$ cat config.mk
export PLATFORM = sky130hd
export DESIGN_NAME = bfc_front
export DESIGN_NICKNAME = d
export VERILOG_FILES = /design/src/rtl/core/bfc_pkg.sv /design/src/rtl/core/bfc_front.sv
export SDC_FILE = /design/constraint.sdc
export NUM_CORES = 1
export LEC_CHECK = 0
export ABC_AREA = 1
export BUFFER_PORTS_ARGS = -buffer_cell sky130_fd_sc_hd__buf_2
export CORE_ASPECT_RATIO = 0.8
export CORE_MARGIN = 2
export CORE_UTILIZATION = 61
export CTS_CLUSTER_SIZE = 25
export DETAILED_ROUTE_END_ITERATION = 10
export PLACE_DENSITY_LB_ADDON = 0.08
export SLEW_MARGIN = 20
export SYNTH_ARGS = -nofsm -noshare
export SYNTH_HDL_FRONTEND = slang
export SYNTH_SLANG_ARGS = --single-unit
$ cat constraint.sdc
create_clock -name i_clk -period 6.46 [get_ports i_clk]
set_input_delay 1.938 -clock i_clk [delete_from_list [all_inputs] [get_ports i_clk]]
set_output_delay 1.938 -clock i_clk [all_outputs]
set_load 0.02 [all_outputs]
$ cat src/rtl/core/bfc_pkg.sv
// ----------------------------------------------------------------------------
// bfc_pkg
// Shared types and constants of the binary frame checker: sync values,
// status codes and the verdict record passed from front to back.
// ----------------------------------------------------------------------------
package bfc_pkg;

    // frame layout
    localparam logic [7:0]  SYNC_FIRST     = 8'hB5;
    localparam logic [7:0]  SYNC_SECOND    = 8'h62;
    localparam int          COUNT_W        = 17;
    localparam logic [16:0] FRAME_OVERHEAD = 17'd8;
    localparam logic [16:0] COUNT_MAX      = 17'h1FFFF;

    // byte positions of the header fields
    localparam logic [16:0] POS_SYNC0 = 17'd0;
    localparam logic [16:0] POS_SYNC1 = 17'd1;
    localparam logic [16:0] POS_CLASS = 17'd2;
    localparam logic [16:0] POS_ID    = 17'd3;
    localparam logic [16:0] POS_LEN_L = 17'd4;
    localparam logic [16:0] POS_LEN_H = 17'd5;
    localparam logic [16:0] POS_SUM   = 17'd4;

    // verdict codes
    localparam logic [1:0] ST_VALID = 2'd0;
    localparam logic [1:0] ST_LEN   = 2'd1;
    localparam logic [1:0] ST_SYNC  = 2'd2;
    localparam logic [1:0] ST_CSUM  = 2'd3;

    // one verdict per frame
    typedef struct packed {
        logic [15:0] payload_len;
        logic [7:0]  msg_id;
        logic [7:0]  msg_class;
        logic [1:0]  status;
    } t_verdict;

    localparam int VERDICT_W = $bits(t_verdict);

endpackage

$ cat src/rtl/core/bfc_front.sv
// ----------------------------------------------------------------------------
// bfc_front
// Takes one byte a cycle while i_accept is high, tracks header fields and the
// Fletcher-8 sums, and on the last byte of a frame pushes a verdict record into the queue.
// ----------------------------------------------------------------------------
module bfc_front (
    input  logic              i_clk,
    input  logic              i_rst_n,
    input  logic              i_accept,
    input  logic [7:0]        i_data_byte,
    input  logic              i_frame_end,
    output logic              o_push,
    output bfc_pkg::t_verdict o_verdict
);

    logic [bfc_pkg::COUNT_W-1:0] r_count, n_count;
    logic [7:0]  r_sum_a, n_sum_a;
    logic [7:0]  r_sum_b, n_sum_b;
    logic [7:0]  r_tail0, n_tail0;
    logic [7:0]  r_tail1, n_tail1;
    logic        r_sync_bad, n_sync_bad;
    logic [15:0] r_len, n_len;
    logic [7:0]  r_class, n_class;
    logic [7:0]  r_id, n_id;
    logic [1:0]  status;

    // next frame state for the incoming byte
    always_comb begin
        n_count    = (r_count == bfc_pkg::COUNT_MAX) ? r_count : r_count + 17'd1;
        n_sync_bad = r_sync_bad;
        n_class    = r_class;
        n_id       = r_id;
        n_len      = r_len;
        if (r_count == bfc_pkg::POS_SYNC0 && i_data_byte != bfc_pkg::SYNC_FIRST) begin
            n_sync_bad = 1'b1;
        end
        if (r_count == bfc_pkg::POS_SYNC1 && i_data_byte != bfc_pkg::SYNC_SECOND) begin
            n_sync_bad = 1'b1;
        end
        if (r_count == bfc_pkg::POS_CLASS) begin
            n_class = i_data_byte;
        end
        if (r_count == bfc_pkg::POS_ID) begin
            n_id = i_data_byte;
        end
        if (r_count == bfc_pkg::POS_LEN_L) begin
            n_len = {r_len[15:8], i_data_byte};
        end
        if (r_count == bfc_pkg::POS_LEN_H) begin
            n_len = {i_data_byte, r_len[7:0]};
        end
        // byte two places back enters the sums
        n_sum_a = r_sum_a;
        n_sum_b = r_sum_b;
        if (r_count >= bfc_pkg::POS_SUM) begin
            n_sum_a = r_sum_a + r_tail0;
            n_sum_b = r_sum_b + n_sum_a;
        end
        n_tail0 = r_tail1;
        n_tail1 = i_data_byte;
    end

    // verdict on the last byte, checks in priority order
    always_comb begin
        priority if (n_count < bfc_pkg::FRAME_OVERHEAD) begin
            status = bfc_pkg::ST_LEN;
        end else if (n_sync_bad) begin
            status = bfc_pkg::ST_SYNC;
        end else if ({1'b0, n_len} != n_count - bfc_pkg::FRAME_OVERHEAD) begin
            status = bfc_pkg::ST_LEN;
        end else if (n_tail0 != n_sum_a || n_tail1 != n_sum_b) begin
            status = bfc_pkg::ST_CSUM;
        end else begin
            status = bfc_pkg::ST_VALID;
        end
    end

    assign o_push                = i_accept && i_frame_end;
    assign o_verdict.status      = status;
    assign o_verdict.msg_class   = n_class;
    assign o_verdict.msg_id      = n_id;
    assign o_verdict.payload_len = n_len;

    // frame state, cleared after each verdict
    always_ff @(posedge i_clk) begin
        if (!i_rst_n || o_push) begin
            r_count    <= '0;
            r_sum_a    <= '0;
            r_sum_b    <= '0;
            r_tail0    <= '0;
            r_tail1    <= '0;
            r_sync_bad <= 1'b0;
            r_len      <= '0;
            r_class    <= '0;
            r_id       <= '0;
        end else if (i_accept) begin
            r_count    <= n_count;
            r_sum_a    <= n_sum_a;
            r_sum_b    <= n_sum_b;
            r_tail0    <= n_tail0;
            r_tail1    <= n_tail1;
            r_sync_bad <= n_sync_bad;
            r_len      <= n_len;
            r_class    <= n_class;
            r_id       <= n_id;
        end
    end

endmodule

Word level (Yosys, flattened, before mapping)
Index checks and enable logic that the tools add are counted.

word-level totals
  output and inout port bits = 35
  word-level logic and storage cells = 46
  input port bits = 12
  flip-flop bits (word level) = 82

operators by class
  eq/ne operators = 11
  multiplexer cells = 13
  reductions and logical operators = 7
  add/sub/neg operators = 4
  $lt $le $gt $ge = 2

operators by type and width
  kind                                                                number
  two-way mux 8 bit                                                   5
  equality test 17 x 2 -> 1 bit, second input constant                2
  equality test 17 x 3 -> 1 bit, second input constant                2
  adder 17 x 1 -> 17 bit, second input constant                       1
  equality test 17 x 1 -> 1 bit, second input constant                1
  equality test 17 bit, second input constant                         1
  greater-or-equal comparator 17 x 3 -> 1 bit, second input constant  1
  logical NOT 17 bit                                                  1
  < comparator 17 x 4 -> 1 bit, second input constant                 1
  two-way mux 17 bit                                                  1
  inequality test 16 x 17 -> 1 bit                                    1
  subtractor 17 x 4 -> 17 bit, second input constant                  1
  adder 8 bit                                                         2
  two-way mux 16 bit                                                  1
  inequality test 8 bit                                               2
  two-way mux 2 bit                                                   4
  inequality test 8 x 7 -> 1 bit, second input constant               1
  inequality test 8 bit, second input constant                        1
  logical AND 1 bit                                                   3
  logical OR 1 bit                                                    2
  two-way mux 1 bit                                                   2
  logical NOT 1 bit                                                   1

Depth between registers and ports, before layout
Gate-level depths: netlist of run 1.

  depth in word-level cells = 9
  depth in mapped cells = 25
  depth with buffers taken out = 25

Worst setup path before layout of run 1
OpenSTA, ideal clock, no wires.

  path kind = in2out
  start = input i_data_byte[7]
  end = output o_verdict[1] in the netlist's numbering
  slack = 1.140 ns
  data required time = 4.522 ns
  path buffers = 0
  stages = 8
  arrival time = 3.382 ns
  cell sequence = inv_1 o21ai_0 inv_1 nand3_1 nand3_1 nor2_1 nand3_1 a21oi_2

RTL lines
  element          line             source
  start, declared  bfc_front.sv:10  input logic [7:0] i_data_byte,
  end, declared    bfc_front.sv:13  output bfc_pkg::t_verdict o_verdict

==> metrics.txt, run 1 <==
Total Wirelength ~17 mm; Final min period approximately 5.7 ns; Peak VDD IR 129 uV; hold buffer count at CTS 0; Setup Skew between 0.01 and 0.015 ns; top post-synthesis cells by area dfxtp_1 (27%), nand2_1 (17%), inv_1 (8.4%); routability cong. 0.978; WP data required about 4.5 ns; pin count of the biggest net entering global routing 80; DRT iter0 DRCs approximately 700; vias in the first global route roughly 5.7k; die area about 0.011 mm^2; Placed Area 0.00634 mm^2; Setup crit end kind output port; crit start category flop; #FFs+latches synth 82; CTS resizes 0; RSZ-0062 raised after global routing no; clk root buf clkbuf_16; sequential element share of the synthesized area 27.1%; CP Max Fanout 22; final instance area between 0.006 and 0.007 mm^2; type of the most critical hold path flop to flop; Setup CP Type flop to output port; fmax between 150 and 200 MHz; Num CTS Buffers 9; GRT Total Usage between 30 and 40%; Ys Warns 0; 1st-pass router iterations 5; hpwl dp roughly 12 mm; Row Count 32; Vias/cell between 5 and 6; Power Dens Cells 216 mW/mm^2; Netlist cell types 38; WL/cell ~14 um; post-CTS setup buffer count 0; post-synth top area share around 27%; Initial Utilization between 60% and 70%; Reg clk slew, reported paths ~0.060 ns; initial antenna violation count 0; Synth Instances 1025; outcome complete, no violations; setup slack at placement around 0.98 ns; post-route setup slack roughly 0.74 ns; commonest non-fill, non-tap cell in the layout nand2_1; Max Slew Vio Count 0; Max-slew headroom 38.6%; core area between 0.009 and 0.01 mm^2; commonest non-fill, non-tap cells in the layout nand2_1 (281), inv_1 (135), nor2_1 (124), nand3_1 (93), o21ai_0 (87); Final Setup Violations 0; IO buf count 46; H-tree Lvls 3; Crit path arrival time about 3.8 ns; CTS tree built; Synth Net Count ~1.1k; Final period util 88.5%; Hold Slack roughly 0.47 ns; Final Net Count 1085; Least-Margin Pin Slew between 0.9 and 1 ns; clk sinks 82; ANT nets after route 0; antenna cells 0; clock latency on the worst-skew pair roughly 0.35 ns; # IOs 47; register area ~0.0016 mm^2; grt ovf 0; fillcell total 906; first-pass GRT wire length roughly 28 mm; Post-Syn Area 0.00607 mm^2; Via Count 6460; Die X-Extent between 100 and 150 um; final hold violations 0; Lkg Pwr about 3.5 nW; share of post-route cells with drive strength above 1 a little over a tenth; Layout Area Growth over Synthesis 9.45%; # DRC 0; multi-input logic area roughly 0.0037 mm^2; Mean Syn Cell Area 5.92 um^2; post-synth top area cell dfxtp_1; Die Ht slightly above 90 um; Setup TNS 0 ns; clock buffer depth 2; Max-Cap Viols 0
==> metal layers <==
| layer | share of wire, % | vias to the layer above | global-route usage [%] |
|---|---|---|---|
| met4 | 1.3 | 0 | 7.33 |
| met2 | 39 | 290 | 46.1 |
| li1 | - | 3331 | - |
| met3 | 11 | 22 | 7.84 |
| met1 | 49 | 2817 | 49.5 |
| met5 | 0 | - | 0 |
==> cell usage after synthesis, drive strengths merged <==
cell,count
a211oi,1
a21o,1
a21oi,58
a31oi,1
and2,1
buf,7
clkbuf,27
clkinv,4
dfxtp,82
fa,2
ha,19
inv,140
nand2,287
nand3,99
nand3b,8
nand4,24
nor2,146
nor3,3
nor4,1
o211ai,2
o21a,1
o21ai,92
o21bai,1
o41ai,1
or2,3
xnor2,5
xor2,9
==> layout make-up <==
type                            count  area share [%]
Clock buffer                       12            4.01
Multi-Input combinational cell    765            56.1
Inverter                          144            8.14
Clock inverter                      4           0.490
Timing Repair Buffer               50            3.92
Sequential cell                    82            24.7
Tap cell                          136            2.56
==> power breakdown <==
group / total (mW) / internal [mW] / leakage, nW / switching [mW]
clock: 0.514 / 0.294 / 0.141 / 0.220
sequential: 0.555 / 0.532 / 0.672 / 0.0230
combinational: 0.364 / 0.114 / 2.69 / 0.250
==> sequential cells by signal, indices dropped and copies added (netlist names) <==
| register | count |
|---|---|
| n_tail0 | 8 |
| r_sum_b | 8 |
| r_count | 17 |
| r_id | 8 |
| r_tail0 | 8 |
| r_sum_a | 8 |
| r_sync_bad | 1 |
| r_class | 8 |
| r_len | 16 |
==> critical path, stage by stage (launching register included) <==
cell and delay (ns):
dfxtp_1 0.47, ha_1 0.28, nand3_2 0.13, nor2_1 0.16, nand3_2 0.41, nand2_1 0.33
inv_1 0.08, ha_1 0.23, nand3b_1 0.21, nand3_1 0.13, nand2_1 0.05, nor2_1 0.09
nand3_1 0.11, nor2_1 0.12, nand3_1 0.10, nor2_2 0.10, nand3_1 0.09, a21oi_2 0.15
buf_2 0.18
==> per-stage QoR <==
stage / std cells / power, mW / util [%]
floorplan: 1025 / 0.829 / -
global placement: 1177 / 0.918 / 65.7
detailed placement: 1177 / 0.920 / 65.7
CTS: 1193 / 1.43 / 68.8
global route: 1193 / 1.51 / 68.8
finish: 1193 / 1.43 / 68.8
==> final timing paths <==
kind / endpoint / cells after the start / startpoint / slack (ns)
worst max register to register: r_sum_b[7]$_SDFFE_PP0P_ / 19 / r_sum_a[0]$_SDFFE_PP0P_ / 3.52
worst max-delay path: o_verdict[1] / 18 / r_count[0]$_SDFFE_PP0P_ / 0.74
worst min register to register: r_tail0[4]$_SDFFE_PP0P_ / 2 / r_tail0[4]$_SDFFE_PP0P_ / 0.47
worst min-delay path: r_tail0[4]$_SDFFE_PP0P_ / 2 / r_tail0[4]$_SDFFE_PP0P_ / 0.47
==> logic make-up after synthesis <==
family / synth area share [%]
XOR/XNOR: 2.02
buffers and inverters: 11.5
AO/OA/AOI/OAI: 13.7
AND/OR/NAND/NOR: 41.1
flip-flops: 27.1
adder cells (fa/ha/maj): 4.58
No activity file was read; power rests on OpenSTA's default activity.
==> run 2: changes to the inputs <==
==> constraint.sdc (replaced) <==
create_clock -name i_clk -period 6.5 [get_ports i_clk]
set_input_delay 1.95 -clock i_clk [delete_from_list [all_inputs] [get_ports i_clk]]
set_output_delay 1.95 -clock i_clk [all_outputs]
set_load 0.02 [all_outputs]
==> run 2 against run 1 <==
Net effect: critical path depth unchanged; cell count unchanged; non-clock buffer count unchanged; sequential share of layout area decreased by 0.079 points; register-to-register slack improved by 0.05 ns; via count increased by 0.56%; clock power increased by 8.9%; largest power group is now clock.
==> metrics.txt, run 2 (synthesis results as in run 1) <==
buffers plus inverters on the worst setup path 2 (unchanged); hold endpoint r_tail0[4]$_SDFFE_PP0P_; hold buffer count at CTS 0 (unchanged); Vias/cell 5.45 (+0.56%); share of post-route cells with drive strength above 1 10.3% (-0.19 points); CP max-delay cell dfxtp_1; clk sinks 82 (unchanged); Setup Skew 0.00454 ns (-0.00675 ns); post-route setup slack 0.798 ns (+0.0564 ns); Peak VDD IR 177 uV (+38%); Max-Cap Viols 0 (unchanged); Via Count 6496 (+0.56%); Top reg by flops r_count; ANT nets after route 0 (unchanged); Max Slew Vio Count 0 (unchanged); WL/cell 14.1 um (about the same); leading registers by flop count r_count x17, r_len x16; commonest non-fill, non-tap cells in the layout nand2_1 (281), inv_1 (135), nor2_1 (124), nand3_1 (93), o21ai_0 (87); WP data required 4.55 ns (+0.03 ns); crit start category flop; Initial Utilization 62.9% (unchanged); clk root buf clkbuf_16; CTS resizes 0 (unchanged); DRT iter0 DRCs 678 (-0.88%); Crit path arrival time 3.75 ns (-0.03 ns); Layout Area Growth over Synthesis 9.80%; Final Net Count 1085 (unchanged); routability cong. 0.978 (about the same); core area 0.00965 mm^2 (unchanged); Lkg Pwr 3.52 nW (+0.45%); pin count of the biggest net entering global routing 80 (unchanged); critical-path cell list ha_1 > nand3_2 > nor2_1 > nand3_2 > nand2_1 > inv_1 > ha_1 > nand3b_1 > nand3_1 > nand2_1 > nor2_1 > nand3_1 > nor2_1 > nand3_1 > nor2_2 > nand3_1 > a21oi_2 > buf_2; Power, Total 1.47 mW (+2.7%); first-pass GRT wire length 27.3 mm (-1.8%); # IOs 47 (unchanged); hpwl dp 12.3 mm (+0.58%); Reg-to-Reg Start r_sum_a[0]$_SDFFE_PP0P_; Reg clk slew, reported paths 0.06 ns (about the same); GRT Total Usage 32.1% (-0.51 points); RSZ-0062 raised after global routing no; Setup crit end kind output port; commonest non-fill, non-tap cell in the layout nand2_1; Setup TNS 0 ns (unchanged); Setup CP Type flop to output port; final hold violations 0 (unchanged); post-CTS setup buffer count 0 (unchanged); CP most frequent cell nand3_1; H-tree Lvls 3 (unchanged); cells on worst reg2reg path 19 (unchanged); Num CTS Buffers 9 (unchanged); grt ovf 0 (unchanged); Least-Margin Pin Slew 0.907 ns (-0.0126 ns); vias in the first global route 5481 (-3.2%); Worst path max stage delay 0.47 ns (about the same); fmax approximately 180 MHz; IO buf count 46 (unchanged); Final period util between 80 and 90%; CP Max Fanout 22 (unchanged); Reg2Reg Setup Slack 3.57 ns (+0.05 ns); hold_sp r_tail0[4]$_SDFFE_PP0P_; CTS tree built; # DRC 0 (unchanged); Die Ht 93.2 um (unchanged); 1st-pass router iterations 5 (unchanged); Total Wirelength 16.8 mm (about the same); Die X-Extent 115 um (unchanged); setup slack at placement 0.959 ns (-0.0196 ns); reg-to-reg endpoint r_sum_b[7]$_SDFFE_PP0P_; fillcell total 924 (+2.0%); outcome complete, no violations; Row Count 32 (unchanged); Max-slew headroom 39.5% (+0.84 points); die area 0.0108 mm^2 (unchanged); Power Dens Cells 221 mW/mm^2 (+2.4%); Hold Path Depth 2 (unchanged); clock buffer depth 2 (unchanged); Final Setup Violations 0 (unchanged); Final min period ~5.7 ns; antenna cells 0 (unchanged); delay-heaviest family, CP simple AND/OR/NAND/NOR gates; initial antenna violation count 0 (unchanged); end-of-flow core utilization 69.0% (+0.22 points); type of the most critical hold path flop to flop; clock latency on the worst-skew pair 0.34 ns (about the same); max reg flops 17 (unchanged)
[run 2: cell count changes in the layout (fill, tap and decap cells not counted)]
cell,before,now
clkbuf_8,3,1
clkinv_2,0,1
bufinv_16,0,2
clkbuf_1,0,2
clkinvlp_4,2,0
clkinv_4,1,0
[run 2: how the worst max path moves through the flow]
stage / start / slack [ns] / end / cells after the start
floorplan: i_data_byte[7] / 1.16 / o_verdict[1] / 8
global placement: i_data_byte[3] / 0.97 / o_verdict[1] / 10
detailed placement: i_data_byte[3] / 0.96 / o_verdict[1] / 10
CTS: r_count[0]$_SDFFE_PP0P_ / 0.84 / o_verdict[1] / 18
global route: r_count[0]$_SDFFE_PP0P_ / 0.51 / o_verdict[1] / 18
finish: r_count[0]$_SDFFE_PP0P_ / 0.80 / o_verdict[1] / 18
[run 2: report_power, final]
group / internal [mW] / total (mW) / switching, mW / leakage (nW)
clock: 0.348 / 0.560 / 0.211 / 0.157
sequential: 0.529 / 0.552 / 0.0229 / 0.672
combinational: 0.114 / 0.361 / 0.247 / 2.69
[run 2: cell type report]
type                    count  area, um^2  share of cell area (%)
flip-flops and latches     82        1640                    24.6
clock inverters             4        73.8                    1.11
clock buffers              12         246                    3.70
repair buffers             50         260                    3.91
well taps                 136         170                    2.55
inverters                 144         541                    8.12
multi-input cells         765        3730                    56.0
[run 2: per-stage QoR]
| step | instances | area, um^2 | hold slack [ns] |
|---|---|---|---|
| 3_5_place_dp | 1177 | 6340 | 0.465 |
| 6_report | 1193 | 6660 | 0.469 |
| 2_1_floorplan | 1025 | 6070 | 0.445 |
| 3_3_place_gp | 1177 | 6340 | 0.458 |
| 4_1_cts | 1193 | 6660 | 0.473 |
| 5_1_grt | 1193 | 6660 | 0.485 |
[run 2: worst reg2reg max path: cells and delay by family, from the launching register on]
family          cells  cell delay (ns)
buf+inv             4             0.23
simple gates        8             0.68
flops               1             0.33
fa+ha+maj           3             0.97
compound gates      4             0.61
[run 2: per-layer routing]
metal | share of wire [%] | wire (um) | global-route usage, % | vias up
met5 | 0 | 0 | 0 | -
met4 | 0.96 | 161 | 6.73 | 0
met3 | 10 | 1690 | 6.09 | 14
met2 | 39 | 6510 | 45.3 | 303
met1 | 50 | 8400 | 50.0 | 2852
li1 | - | - | - | 3327
==> run 3: changes to the inputs <==
--- a/config.mk
+++ b/config.mk
@@ -5,7 +5,6 @@
 export SDC_FILE = /design/constraint.sdc
 export NUM_CORES = 1
 export LEC_CHECK = 0
-export ABC_AREA = 1
 export BUFFER_PORTS_ARGS = -buffer_cell sky130_fd_sc_hd__buf_2
 export CORE_ASPECT_RATIO = 0.8
 export CORE_MARGIN = 2
==> run 3 against run 2 <==
Net effect: the flow now finishes with violations (DRC); clock skew grew 0.0035 ns; register-to-register slack worse by 0.60 ns; core utilization increased by 1.0 points; design area shrank 3.7%; largest cell class unchanged; largest power group unchanged.
==> metrics.txt, run 3 <==
Internal 898 uW (-9.4%); post-synthesis mux area share 10.1% (+10 points); Synth Area in Adders 4.79% (+0.22 points); sequential element share of the synthesized area 28.3% (+1.3 points); Final period util 96.7% (+9.0 points); pin count of the biggest net entering global routing 69 (-14%); Sw Pwr 367 uW (-24%); Die X-Extent 113 um (-2.2%); # DRC 2 (+2); post-route setup slack 0.213 ns (-0.585 ns); clock latency on the worst-skew pair 0.35 ns (about the same); antenna cells 0 (unchanged); WP data required 4.55 ns (about the same); Synth Area in Simple Gates 24.7% (-16 points); met2 wire length 7.12 mm (+9.3%); fmax 159 MHz (-9.3%); Placed Area 0.00606 mm^2 (-4.4%); Setup CP Type flop to output port; Post-synth ARST share 0% (unchanged); Non-Filler Instances 884 (-26%); post-synth top area cell dfxtp_1; Num CTS Buffers 9 (unchanged); end-of-flow core utilization 70.0% (+1.0 points); hpwl dp 12.7 mm (+3.0%); Netlist cell types 73 (+92%); wire length on met3 2.06 mm (+22%); Synth Instances 740 (-28%); share of post-route cells with drive strength above 1 14.6% (+4.3 points); routability cong. 1.01 (+2.9%); vias in the first global route 5306 (-3.2%); post-synth top area share 28.3% (+1.3 points); Seq pwr share 41.8% (+4.3 points); DRT met1 WL 7.84 mm (-6.6%); final hold violations 0 (unchanged); Reg clk slew, reported paths 0.07 ns (about the same); 1st-pass router iterations 10 (+5); Commonest cells post-synth nor2_1 (105), dfxtp_1 (82), nand2_1 (65), a21oi_1 (50), mux2i_1 (47); Top reg by flops r_count; clk root buf clkbuf_16; initial antenna violation count 0 (unchanged); #FFs+latches synth 82 (unchanged); Setup crit end kind output port; xor/xnor share of the synthesized area 8.88% (+6.9 points); Setup TNS 0 ns (unchanged); crit start category flop; Synth Net Count 773 (-27%); Peak VDD IR 148 uV (-16%); buffers plus inverters on the worst setup path 3 (+1); count leader, synth nor2_1; Final Net Count 797 (-27%); Max Slew Vio Count 0 (unchanged); Worst path max stage delay 0.43 ns (-0.04 ns); Row Count 31 (-3.1%); Post-Syn Area 0.00579 mm^2 (-4.5%); DRT iter0 DRCs 623 (-8.1%); Layout Area Growth over Synthesis 10.7%; Final min period 6.29 ns (+0.585 ns); Mean Syn Cell Area 7.83 um^2 (+32%); outcome complete, but fails checks; highest routed layer met4; grt ovf 0 (unchanged); ANT nets after route 0 (unchanged); delay-heaviest family, CP compound AO/OA/AOI/OAI gates; final instance area 0.00641 mm^2 (-3.7%); # IOs 47 (unchanged); H-tree Lvls 3 (unchanged); setup slack at placement 0.273 ns (-0.685 ns); Total Wirelength 17.3 mm (+2.9%); critical-path cell list ha_1 > fa_1 > a211oi_1 > o21bai_1 > a21o_1 > xnor2_2 > ha_1 > inv_1 > o21ai_0 > a21o_1 > a311oi_2 > o2bb2ai_1 > o311ai_0 > o31ai_1 > nor3_2 > buf_4 > o21bai_1 > buf_2; CP max-delay cell fa_1; first-pass GRT wire length 27.7 mm (+1.5%); CTS tree built; Net Sw Frac 29.0% (-3.7 points); placed cells 867 (-26%); core area 0.00915 mm^2 (-5.1%); Vias/cell 6.40 (+18%); clk sinks 82 (unchanged); die area 0.0103 mm^2 (-4.3%); Ys Warns 0 (unchanged); number of synthesized flops with an enable pin 0 (unchanged); Power Dens Cells 197 mW/mm^2 (-11%); Clk pwr share 42.8% (+4.8 points); Logic pwr share 15.4% (-9.1 points); largest family of logic cells by synthesized area simple AND/OR/NAND/NOR gates; fillcell total 770 (-17%); hold buffer count at CTS 0 (unchanged); Die Ht 91.2 um (-2.2%); Final Setup Violations 0 (unchanged); Lkg Pwr 2.67 nW (-24%); CP Max Fanout 4 (-82%); IO buf count 46 (unchanged); Max-Cap Viols 0 (unchanged); Setup Skew 0.00804 ns (+0.00349 ns); Max-slew headroom 29.6% (-9.8 points); type of the most critical hold path flop to flop; Least-Margin Pin Slew 1.04 ns (+0.134 ns); Crit path arrival time 4.34 ns (+0.59 ns); WL/cell 19.5 um (+39%); Via Count 5662 (-13%); commonest non-fill, non-tap cells in the layout nor2_1 (105), dfxtp_1 (81), nand2_1 (65), a21oi_1 (50), mux2i_1 (47); Synth Area in Compound Gates 17.3% (+3.6 points); Hold Slack 0.465 ns (-0.00407 ns); max reg flops 17 (unchanged); Power, Total 1.26 mW (-14%); GRT Total Usage 34.1% (+2.0 points); clock buffer depth 2 (unchanged); Synth Flop Type dfxtp_1; leading registers by flop count r_count x17, r_len x16; top post-synthesis cells by area dfxtp_1 (28%), mux2i_1 (8.1%), nor2_1 (6.8%); Initial Utilization 63.3% (+0.42 points); failing checks DRC; commonest non-fill, non-tap cell in the layout nor2_1
-- run 3: cell count changes in the layout (fill, tap and decap cells not counted), sizes merged, moves of 18 or more --
cell    previous run  this run
nand2            287        65
o21ai             92        25
xnor2              5        37
a211oi             1        21
inv              141        36
mux2i              0        47
nand3             99        14
nor3               3        21
nor2             146       106
-- run 3: power by group through the flow --
| stage | clock (mW) | combinational (mW) | sequential [mW] |
|---|---|---|---|
| 6_report | 0.541 | 0.195 | 0.528 |
| 3_3_place_gp | 0 | 0.185 | 0.538 |
| 5_1_grt | 0.559 | 0.212 | 0.530 |
| 4_1_cts | 0.546 | 0.192 | 0.527 |
| 3_5_place_dp | 0 | 0.191 | 0.539 |
| 2_1_floorplan | 0 | 0.142 | 0.533 |
-- run 3: routing by layer --
metal  vias up  GRT usage (%)
met4         0           9.35
li1       2673              -
met1      2678           49.2
met3        27           10.7
met5         -              0
met2       284           48.7
-- run 3: path summary, 6_finish.rpt --
path | to | start | slack (ns) | depth (start not counted)
max reg2reg | r_sum_b[7]$_SDFFE_PP0P_ | r_sum_a[1]$_SDFFE_PP0P_ | 2.97 | 15
min reg2reg | r_id[4]$_SDFFE_PP0P_ | r_id[4]$_SDFFE_PP0P_ | 0.47 | 2
min | r_id[4]$_SDFFE_PP0P_ | r_id[4]$_SDFFE_PP0P_ | 0.47 | 2
max | o_verdict[1] | r_sum_a[0]$_SDFFE_PP0P_ | 0.21 | 18
-- run 3: cell type report --
class / instances / area (um^2) / area share [%]
clock buffers: 10 / 239 / 3.73
clock inverters: 6 / 72.6 / 1.13
inverters: 33 / 124 / 1.93
multi-input cells: 577 / 3840 / 60.0
flip-flops and latches: 82 / 1640 / 25.6
well taps: 115 / 144 / 2.24
repair buffers: 61 / 345 / 5.39
-- run 3: cells by family after synthesis --
| family | count (synthesis) |
|---|---|
| AOI/OAI and AO/OA | 153 |
| muxes | 57 |
| buffers and inverters | 81 |
| xor gates and xnor gates | 57 |
| adders and majority gates | 21 |
| and+or+nand+nor | 289 |
| DFF | 82 |
-- run 3: repair_timing --
| action | 4_1_cts | 5_1_grt |
|---|---|---|
| gates resized for setup | 1 | 6 |
| pin swaps | 0 | 1 |
| buffers inserted | 0 | 1 |
| setup endpoints to repair | 2 | 2 |
| hold endpoints to repair | 0 | 0 |
-- run 3: worst register-to-register path, stage by stage (launching register included) --
cell	delay (ns)
dfxtp_1	0.43
ha_1	0.27
a211oi_1	0.39
o21bai_1	0.16
a21oi_1	0.20
xnor2_1	0.23
ha_1	0.36
or2_2	0.31
a21oi_1	0.15
a31oi_1	0.10
xnor2_1	0.17
xnor2_1	0.14
nor2_1	0.16
nand2_1	0.09
xor2_1	0.18
nor2_1	0.05
